--- src/rtl/pbcs_pkg.sv ---
// Package for the blob centroid steering block: payload structs,
// register indexes, reset values and drive mode codes.
// No dependencies.
`default_nettype none

package pbcs_pkg;

  // Configuration register indexes
  localparam logic [1:0] REG_FRAME_WIDTH   = 2'd0;
  localparam logic [1:0] REG_MATCH_LEVEL   = 2'd1;
  localparam logic [1:0] REG_FORWARD_SPEED = 2'd2;
  localparam logic [1:0] REG_TURN_GAIN     = 2'd3;

  // Register reset values
  localparam logic [12:0] FRAME_WIDTH_RST   = 13'd640;
  localparam logic [7:0]  MATCH_LEVEL_RST   = 8'd255;
  localparam logic [15:0] FORWARD_SPEED_RST = 16'd1280;
  localparam logic [9:0]  TURN_GAIN_RST     = 10'd384;

  // Drive modes
  localparam logic [1:0] MODE_STOP    = 2'd0;
  localparam logic [1:0] MODE_FORWARD = 2'd1;
  localparam logic [1:0] MODE_TURN    = 2'd2;

  // Column counter can not exceed this many columns
  localparam int unsigned COL_LIMIT = 4096;

  // Saturating match counter limit
  localparam logic [23:0] COUNT_MAX = 24'hFFFFFF;

  typedef struct packed {
    logic [7:0] red;
    logic [7:0] green;
    logic [7:0] blue;
    logic       end_of_frame;
  } pixel_t;

  typedef struct packed {
    logic [1:0]         drive_mode;
    logic [15:0]        linear_speed;
    logic signed [15:0] turn_rate;
    logic               ball_found;
    logic [11:0]        ball_column;
  } result_t;

  // Per-frame totals handed from front to back
  typedef struct packed {
    logic [35:0] column_sum;
    logic [23:0] match_count;
  } frame_acc_t;

  // Queue status seen by the back end
  typedef struct packed {
    logic valid;
    logic full;
  } queue_stat_t;

endpackage

`default_nettype wire

--- src/rtl/pbcs_front.sv ---
// Front end: column tracking, pixel match and per-frame accumulation.
// Depends on pbcs_pkg.
`default_nettype none

module pbcs_front (
  input  wire logic                clk,
  input  wire logic                rst_n,
  input  wire logic                in_valid,
  output logic                     in_stall,
  input  wire pbcs_pkg::pixel_t    in_data,
  input  wire logic [12:0]         width,
  input  wire logic [7:0]          match_level,
  input  wire logic                q_full,
  output logic                     q_push,
  output pbcs_pkg::frame_acc_t     q_wdata
);
  import pbcs_pkg::*;

  logic [11:0] col_r, col_nxt;
  logic [23:0] count_r, count_nxt;
  logic [35:0] sum_r, sum_nxt;
  logic [11:0] col;
  logic [12:0] col_inc;
  logic        hit;
  logic        accept;

  assign in_stall = q_full;
  assign accept   = in_valid && !in_stall;

  // Column of this pixel, wrapped if the width shrank
  assign col     = ({1'b0, col_r} >= width) ? 12'd0 : col_r;
  assign col_inc = {1'b0, col} + 13'd1;

  assign hit = (in_data.red == match_level) && (in_data.green == match_level) &&
               (in_data.blue == match_level) && (count_r != COUNT_MAX);

  // Accumulate, then clear after the end-of-frame pixel
  always_comb begin
    count_nxt = count_r;
    sum_nxt   = sum_r;
    col_nxt   = col_r;
    if (accept) begin
      if (hit) begin
        count_nxt = count_r + 24'd1;
        sum_nxt   = sum_r + {24'd0, col};
      end
      if (in_data.end_of_frame) begin
        col_nxt = 12'd0;
      end else begin
        col_nxt = (col_inc >= width) ? 12'd0 : col_inc[11:0];
      end
    end
  end

  assign q_push              = accept && in_data.end_of_frame;
  assign q_wdata.column_sum  = sum_nxt;
  assign q_wdata.match_count = count_nxt;

  always_ff @(posedge clk) begin
    if (!rst_n) begin
      col_r   <= '0;
      count_r <= '0;
      sum_r   <= '0;
    end else if (q_push) begin
      col_r   <= '0;
      count_r <= '0;
      sum_r   <= '0;
    end else begin
      col_r   <= col_nxt;
      count_r <= count_nxt;
      sum_r   <= sum_nxt;
    end
  end

endmodule

`default_nettype wire

--- src/rtl/pbcs_queue.sv ---
// Two-entry queue of frame totals between front and back end.
// Depends on pbcs_pkg.
`default_nettype none

module pbcs_queue (
  input  wire logic                  clk,
  input  wire logic                  rst_n,
  input  wire logic                  push,
  input  wire pbcs_pkg::frame_acc_t  wdata,
  input  wire logic                  pop,
  output pbcs_pkg::frame_acc_t       rdata,
  output pbcs_pkg::queue_stat_t      stat
);
  import pbcs_pkg::*;

  frame_acc_t  entry_r [2];
  logic        wr_ptr_r, rd_ptr_r;
  logic [1:0]  fill_r;

  assign rdata      = entry_r[rd_ptr_r];
  assign stat.valid = (fill_r != 2'd0);
  assign stat.full  = (fill_r == 2'd2);

  // Entry storage
  always_ff @(posedge clk) begin
    if (push) begin
      entry_r[wr_ptr_r] <= wdata;
    end
  end

  // Pointers and fill level
  always_ff @(posedge clk) begin
    if (!rst_n) begin
      wr_ptr_r <= 1'b0;
      rd_ptr_r <= 1'b0;
      fill_r   <= 2'd0;
    end else begin
      if (push) wr_ptr_r <= ~wr_ptr_r;
      if (pop)  rd_ptr_r <= ~rd_ptr_r;
      if (push && !pop)      fill_r <= fill_r + 2'd1;
      else if (pop && !push) fill_r <= fill_r - 2'd1;
    end
  end

endmodule

`default_nettype wire

--- src/rtl/pbcs_back.sv ---
// Back end: centroid division, steering error, turn rate division with
// saturation, and the output register. One shared restoring divider.
// Depends on pbcs_pkg.
`default_nettype none

module pbcs_back (
  input  wire logic                   clk,
  input  wire logic                   rst_n,
  input  wire pbcs_pkg::queue_stat_t  q_stat,
  input  wire pbcs_pkg::frame_acc_t   q_rdata,
  output logic                        q_pop,
  input  wire logic [12:0]            width,
  input  wire logic [15:0]            forward_speed,
  input  wire logic [9:0]             turn_gain,
  output logic                        out_valid,
  input  wire logic                   out_stall,
  output pbcs_pkg::result_t           out_data
);
  import pbcs_pkg::*;

  localparam logic [2:0] S_IDLE = 3'd0;
  localparam logic [2:0] S_DIV1 = 3'd1;
  localparam logic [2:0] S_ERR  = 3'd2;
  localparam logic [2:0] S_DIV2 = 3'd3;
  localparam logic [2:0] S_SAT  = 3'd4;
  localparam logic [2:0] S_DONE = 3'd5;

  logic [2:0]  state_r, state_nxt;
  logic [23:0] rem_r, rem_nxt;
  logic [35:0] dvd_r, dvd_nxt;
  logic [26:0] quo_r, quo_nxt;
  logic [23:0] divisor_r, divisor_nxt;
  logic [4:0]  step_r, step_nxt;
  logic [11:0] mid_r, mid_nxt;
  logic        neg_r, neg_nxt;
  result_t     res_r, res_nxt;
  logic        out_valid_r;
  result_t     out_r;

  logic [24:0] shifted;
  logic        ge;
  logic [24:0] diff;
  logic [11:0] centre;
  logic [13:0] err;
  logic [12:0] mag;
  logic [22:0] prod;
  logic        load_out;

  // One restoring division step
  assign shifted = {rem_r, dvd_r[35]};
  assign ge      = (shifted >= {1'b0, divisor_r});
  assign diff    = shifted - {1'b0, divisor_r};

  // Steering error against the centre column
  assign centre = width[12:1];
  assign err    = {2'b00, quo_r[11:0]} - {2'b00, centre};
  assign mag    = err[13] ? 13'(-err) : err[12:0];
  assign prod   = mag * turn_gain;

  assign load_out = (state_r == S_DONE) && (!out_valid_r || !out_stall);
  assign q_pop    = (state_r == S_IDLE) && q_stat.valid;

  // Sequencer
  always_comb begin
    state_nxt   = state_r;
    rem_nxt     = rem_r;
    dvd_nxt     = dvd_r;
    quo_nxt     = quo_r;
    divisor_nxt = divisor_r;
    step_nxt    = step_r;
    mid_nxt     = mid_r;
    neg_nxt     = neg_r;
    res_nxt     = res_r;
    unique case (state_r)
      S_IDLE: begin
        if (q_stat.valid) begin
          if (q_rdata.match_count == 24'd0) begin
            res_nxt   = '0;
            res_nxt.drive_mode = MODE_STOP;
            state_nxt = S_DONE;
          end else begin
            // quotient is below 4096, so 12 steps suffice
            rem_nxt     = q_rdata.column_sum[35:12];
            dvd_nxt     = {q_rdata.column_sum[11:0], 24'd0};
            quo_nxt     = '0;
            divisor_nxt = q_rdata.match_count;
            step_nxt    = 5'd11;
            state_nxt   = S_DIV1;
          end
        end
      end
      S_DIV1, S_DIV2: begin
        rem_nxt  = ge ? diff[23:0] : shifted[23:0];
        dvd_nxt  = {dvd_r[34:0], 1'b0};
        quo_nxt  = {quo_r[25:0], ge};
        step_nxt = step_r - 5'd1;
        if (step_r == 5'd0) begin
          state_nxt = (state_r == S_DIV1) ? S_ERR : S_SAT;
        end
      end
      S_ERR: begin
        mid_nxt = quo_r[11:0];
        res_nxt = '0;
        res_nxt.ball_found  = 1'b1;
        res_nxt.ball_column = quo_r[11:0];
        if (err == 14'd0) begin
          res_nxt.drive_mode   = MODE_FORWARD;
          res_nxt.linear_speed = forward_speed;
          state_nxt = S_DONE;
        end else begin
          // |err| * gain * 32 fits 27 bits; divide by centre
          res_nxt.drive_mode = MODE_TURN;
          neg_nxt     = err[13];
          rem_nxt     = '0;
          dvd_nxt     = {prod[21:0], 5'd0, 9'd0};
          quo_nxt     = '0;
          divisor_nxt = {12'd0, centre};
          step_nxt    = 5'd26;
          state_nxt   = S_DIV2;
        end
      end
      S_SAT: begin
        if (neg_r) begin
          res_nxt.turn_rate = (quo_r > 27'd32768) ? 16'sh8000 : 16'(-quo_r[15:0]);
        end else begin
          res_nxt.turn_rate = (quo_r > 27'd32767) ? 16'sh7FFF : quo_r[15:0];
        end
        res_nxt.ball_column = mid_r;
        state_nxt = S_DONE;
      end
      S_DONE: begin
        if (load_out) state_nxt = S_IDLE;
      end
      default: begin
        state_nxt = S_IDLE;
      end
    endcase
  end

  // Datapath registers
  always_ff @(posedge clk) begin
    rem_r     <= rem_nxt;
    dvd_r     <= dvd_nxt;
    quo_r     <= quo_nxt;
    divisor_r <= divisor_nxt;
    step_r    <= step_nxt;
    mid_r     <= mid_nxt;
    neg_r     <= neg_nxt;
    res_r     <= res_nxt;
    if (load_out) out_r <= res_r;
  end

  // Control registers
  always_ff @(posedge clk) begin
    if (!rst_n) begin
      state_r     <= S_IDLE;
      out_valid_r <= 1'b0;
    end else begin
      state_r <= state_nxt;
      if (load_out)       out_valid_r <= 1'b1;
      else if (!out_stall) out_valid_r <= 1'b0;
    end
  end

  assign out_valid = out_valid_r;
  assign out_data  = out_r;

endmodule

`default_nettype wire

--- src/rtl/pixel_blob_centroid_steer.sv ---
// Blob centroid steering: one pixel accepted per cycle unless the queue is
// full; one result per frame. An empty frame skips division, a centred blob
// takes the 12-step centroid division, a turn adds the 27-step turn division;
// both run on one shared restoring divider.
// A two-frame queue lets pixels keep flowing while the divider works.
// Synchronous active-low reset clears counters, queue, out_valid and config.
`default_nettype none

module pixel_blob_centroid_steer #(
  parameter int MAX_WIDTH = 4096
) (
  input  wire logic               clk,
  input  wire logic               rst_n,
  input  wire logic               in_valid,
  output logic                    in_stall,
  input  wire pbcs_pkg::pixel_t   in_data,
  output logic                    out_valid,
  input  wire logic               out_stall,
  output pbcs_pkg::result_t       out_data,
  input  wire logic               cfg_we,
  input  wire logic [1:0]         cfg_index,
  input  wire logic [15:0]        cfg_data
);
  import pbcs_pkg::*;

  localparam int WIDTH_HI = (MAX_WIDTH < COL_LIMIT) ? MAX_WIDTH : COL_LIMIT;

  logic [12:0] frame_width_r;
  logic [7:0]  match_level_r;
  logic [15:0] forward_speed_r;
  logic [9:0]  turn_gain_r;
  logic [12:0] width;

  logic        q_push, q_pop;
  frame_acc_t  q_wdata, q_rdata;
  queue_stat_t q_stat;

  // Configuration registers
  always_ff @(posedge clk) begin
    if (!rst_n) begin
      frame_width_r   <= FRAME_WIDTH_RST;
      match_level_r   <= MATCH_LEVEL_RST;
      forward_speed_r <= FORWARD_SPEED_RST;
      turn_gain_r     <= TURN_GAIN_RST;
    end else if (cfg_we) begin
      unique case (cfg_index)
        REG_FRAME_WIDTH:   frame_width_r   <= cfg_data[12:0];
        REG_MATCH_LEVEL:   match_level_r   <= cfg_data[7:0];
        REG_FORWARD_SPEED: forward_speed_r <= cfg_data;
        REG_TURN_GAIN:     turn_gain_r     <= cfg_data[9:0];
        default: ;
      endcase
    end
  end

  // Clamp width to the supported range
  always_comb begin
    width = frame_width_r;
    if (width < 13'd2) width = 13'd2;
    if (width > 13'(WIDTH_HI)) width = 13'(WIDTH_HI);
  end

  pbcs_front u_front (
    .clk         (clk),
    .rst_n       (rst_n),
    .in_valid    (in_valid),
    .in_stall    (in_stall),
    .in_data     (in_data),
    .width       (width),
    .match_level (match_level_r),
    .q_full      (q_stat.full),
    .q_push      (q_push),
    .q_wdata     (q_wdata)
  );

  pbcs_queue u_queue (
    .clk   (clk),
    .rst_n (rst_n),
    .push  (q_push),
    .wdata (q_wdata),
    .pop   (q_pop),
    .rdata (q_rdata),
    .stat  (q_stat)
  );

  pbcs_back u_back (
    .clk           (clk),
    .rst_n         (rst_n),
    .q_stat        (q_stat),
    .q_rdata       (q_rdata),
    .q_pop         (q_pop),
    .width         (width),
    .forward_speed (forward_speed_r),
    .turn_gain     (turn_gain_r),
    .out_valid     (out_valid),
    .out_stall     (out_stall),
    .out_data      (out_data)
  );

endmodule

`default_nettype wire

--- config.mk ---
export PLATFORM = sky130hd
export DESIGN_NAME = pixel_blob_centroid_steer
export DESIGN_NICKNAME = d
export VERILOG_FILES = /design/src/rtl/pbcs_pkg.sv /design/src/rtl/pbcs_front.sv /design/src/rtl/pbcs_queue.sv /design/src/rtl/pbcs_back.sv /design/src/rtl/pixel_blob_centroid_steer.sv
export SDC_FILE = /design/constraint.sdc
export NUM_CORES = 1
export LEC_CHECK = 0
export BUFFER_PORTS_ARGS = -buffer_cell sky130_fd_sc_hd__buf_4
export CORE_AREA = 2 2 231 233
export DETAILED_ROUTE_END_ITERATION = 8
export DIE_AREA = 0 0 233 235
export GPL_ROUTABILITY_DRIVEN = 1
export MAX_ROUTING_LAYER = met4
export PLACE_DENSITY = 0.69
export SLEW_MARGIN = 15
export SYNTH_ARGS = -nofsm -noshare
export SYNTH_HDL_FRONTEND = slang
export SYNTH_SLANG_ARGS = --single-unit
--- constraint.sdc ---
create_clock -name clk -period 9.15 [get_ports clk]
set_input_delay 2.2875 -clock clk [delete_from_list [all_inputs] [get_ports clk]]
set_output_delay 2.2875 -clock clk [all_outputs]
set_load 0.005 [all_outputs]
==> summary.txt <==
Final layout
  • Antenna fix cells: 0
  • Layout net count: 2772
  • Most common cell after layout, fill and taps aside: edfxtp_1
  • Most frequent cells in the layout: 329 x edfxtp_1, 275 x nand2_1, 155 x inv_1
  • Area Overhead vs Synth: 12.5%
  • Layout cells sized above 1: 9.57%

Floorplan
  • Die X: 233 um
  • Die Height: 235 um
  • Initial core utilization: 49.5%
  • Std cell rows: 84
  • Core footprint: 52200 um^2
  • Die area: 54800 um^2
  • Ports: 97

Worst setup path
  • CP startpoint kind: flop
  • RR Startpoint: frame_width_r[1]$_SDFFE_PN0P_
  • Worst-path maximum fanout: 12
  • Cell family with most CP delay: adder cells
  • Crit Path Category: flop to flop
  • Slowest stage delay, CP: 540 ps
  • Required time worst endpoint: 9490 ps
  • CP Capture Type: flop
  • Arr. time, crit path: 9100 ps
  • Critical Path Source: frame_width_r[1]$_SDFFE_PN0P_
  • Critical path's slowest cell: fa_1
  • Worst path bufs/invs: 7

Synth
  • Unique masters post-synth: 75
  • Post-synth EDFFs: 329
  • Ys flop type: edfxtp_1
  • Flops & latches, synth: 457
  • Syn Area/Cell: 10.7 um^2
  • Fraction of registers with async set/reset: 0%
  • Cells after Synth: 2409
  • Seq/Total Area, Yosys: 48.1%
  • Mapped Area: 25900 um^2
  • Ys Warns: 0
  • Net Count, Synth: 2681

Flow run
  • Max cap viols: 0

Clock tree
  • TritonCTS clock tree: done
  • Total CTS buffers: 49
  • Worst-Skew Late Latency: 600 ps
  • Worst-path clk slew: 60 ps
  • Clock sinks: 457
  • Clock Root Buffer: clkbuf_16
  • Clock tree buffer depth: 3
  • H-tree depth: 2

Placed design
  • Port Buffers: 96
  • Final GP Congestion: 0.944
  • HPWL after detailed placement: 43.9 mm
  • Dpl ws: 90.5 ps

Timing
  • Final setup margin: 386 ps
  • Final Slew Violations: 0
  • Final setup vio count: 0
  • Max Fclk: 114 MHz
  • Final Hold Vio Count: 0
  • Fin Clk Skew: 19.5 ps
  • Hold WS: 415 ps
  • Worst Tran Pin Value: 1180 ps
  • Tmin final: 8760 ps
  • Slew headroom: 21.5%
  • Final period utilization: 95.8%

Global routing
  • GRT Overall Usage: 23.1%
  • Initial antenna violation count: 0
  • Vias in the first global route: 17800
  • Grt total ovfl: 0
  • Largest net degree at the start of global routing: 65
  • First-pass GRT wire length: 97.0 mm

Detailed routing
  • Final ANT Viol Nets: 0
  • Pre-antenna DRT Iters: 5
  • Iteration-0 DRC Markers: 1185
  • Routed len/inst: 18.9 um
  • DRC: 0
  • Vias: 18100
  • Final WL: 61.0 mm
  • Vias per cell: 5.61

Run status
  • Outcome: complete, no violations

Hold path
  • Worst hold path type: flop to flop
  • Worst Min Path Start: u_back.res_r[21]$_SDFFCE_PP0P_
==> path summary, 6_finish.rpt <==
check | end | slack [ps] | cells past startpoint
max reg2reg | u_back.dvd_r[32]$_DFFE_PP_ | 390 | 34
min reg2reg | u_back.out_data[21]$_DFFE_PP_ | 410 | 0
max | u_back.dvd_r[32]$_DFFE_PP_ | 390 | 34
min | u_back.out_data[21]$_DFFE_PP_ | 410 | 0
==> synth_stat cells, types with 5 or more instances <==
cell type	n	area share, %
edfxtp_1	329	38
nand2_1	276	4.0
inv_1	155	2.2
ha_1	136	6.6
dfxtp_1	128	9.9
nor2_1	118	1.7
nor2b_1	111	2.7
and2_1	96	2.3
fa_1	88	6.8
xnor2_1	85	2.9
clkbuf_1	81	1.2
a21oi_1	78	1.5
mux2i_1	71	2.7
nand3_1	60	1.2
o21ai_0	55	1.1
xor2_1	50	1.7
nor3_1	37	0.72
a21boi_0	35	1.0
a21o_1	32	0.93
nand4_1	31	0.75
nor4_1	29	0.70
nand2b_1	28	0.68
a211oi_1	24	0.70
or3_1	24	0.58
and3_1	23	0.56
o22ai_1	21	0.51
o21a_1	20	0.58
a22o_1	18	0.61
o21ai_1	16	0.31
a31oi_1	15	0.36
o221ai_1	13	0.44
nor3b_1	10	0.29
or3b_1	10	0.34
buf_1	9	0.13
o31ai_1	8	0.23
or2_2	7	0.17
or2_1	6	0.15
a211o_1	5	0.17
and4_1	5	0.17
o211ai_1	5	0.15
==> area by class of cell <==
| type | count | area [um^2] |
|---|---|---|
| fill | 4395 | 23100 |
| sequential | 457 | 12400 |
| multi-input combinational | 1703 | 12600 |
| tap | 688 | 861 |
| clock buffer | 61 | 1280 |
| inverter | 158 | 598 |
| timing repair buffer | 131 | 991 |
| clock inverter | 29 | 318 |
==> sequential cells by signal (all words and copies together), names as in the netlist, named ones only <==
name              flops
u_back.out_data      47
u_back.dvd_r         22
u_back.neg_r          1
u_back.rem_r         24
u_back.mid_r         12
u_queue.entry_r     120
u_back.quo_r         27
u_queue.fill_r        2
turn_gain_r          10
u_front.count_r      24
forward_speed_r      16
frame_width_r        13
u_back.out_valid      1
u_front.col_r        12
u_back.state_r        3
u_queue.rd_ptr_r      1
match_level_r         8
u_back.res_r         47
u_back.divisor_r     24
u_back.step_r         5
u_queue.wr_ptr_r      1
u_front.sum_r        36
==> metrics by stage <==
stage               std cells  setup TNS, ps  area [um^2]  util, %
floorplan                2409              0        25900        -
global route             3227          -5.84        29100     55.7
CTS                      3226              0        29000     55.5
global placement         3136              0        27400     52.5
detailed placement       3136              0        27400     52.5
finish                   3227              0        29100     55.7
==> cell families after synthesis <==
logic type / count (synthesis) / share of synthesized area, %
multiplexers: 71 / 2.75
AO/OA/AOI/OAI: 383 / 9.91
flip-flops: 457 / 48.1
AND/OR/NAND/NOR: 890 / 17.6
XOR/XNOR: 135 / 4.57
buffers and inverters: 249 / 3.62
adder cells (fa/ha/maj): 224 / 13.4
==> routing by layer <==
| layer | global-route usage (%) | wire length, um |
|---|---|---|
| met3 | 2.96 | 2750 |
| met4 | 6.47 | 1540 |
| met1 | 31.1 | 27800 |
| met5 | - | 0 |
| met2 | 36.8 | 29000 |
==> repair_timing <==
item	4_1_cts	5_1_grt
hold buffers	0	0
gates resized for setup	0	16
buffers inserted	0	0
setup endpoints to repair	0	9
Power is not shown: default switching activity piles up to over one toggle a cycle in this logic, so the estimate is an artifact.
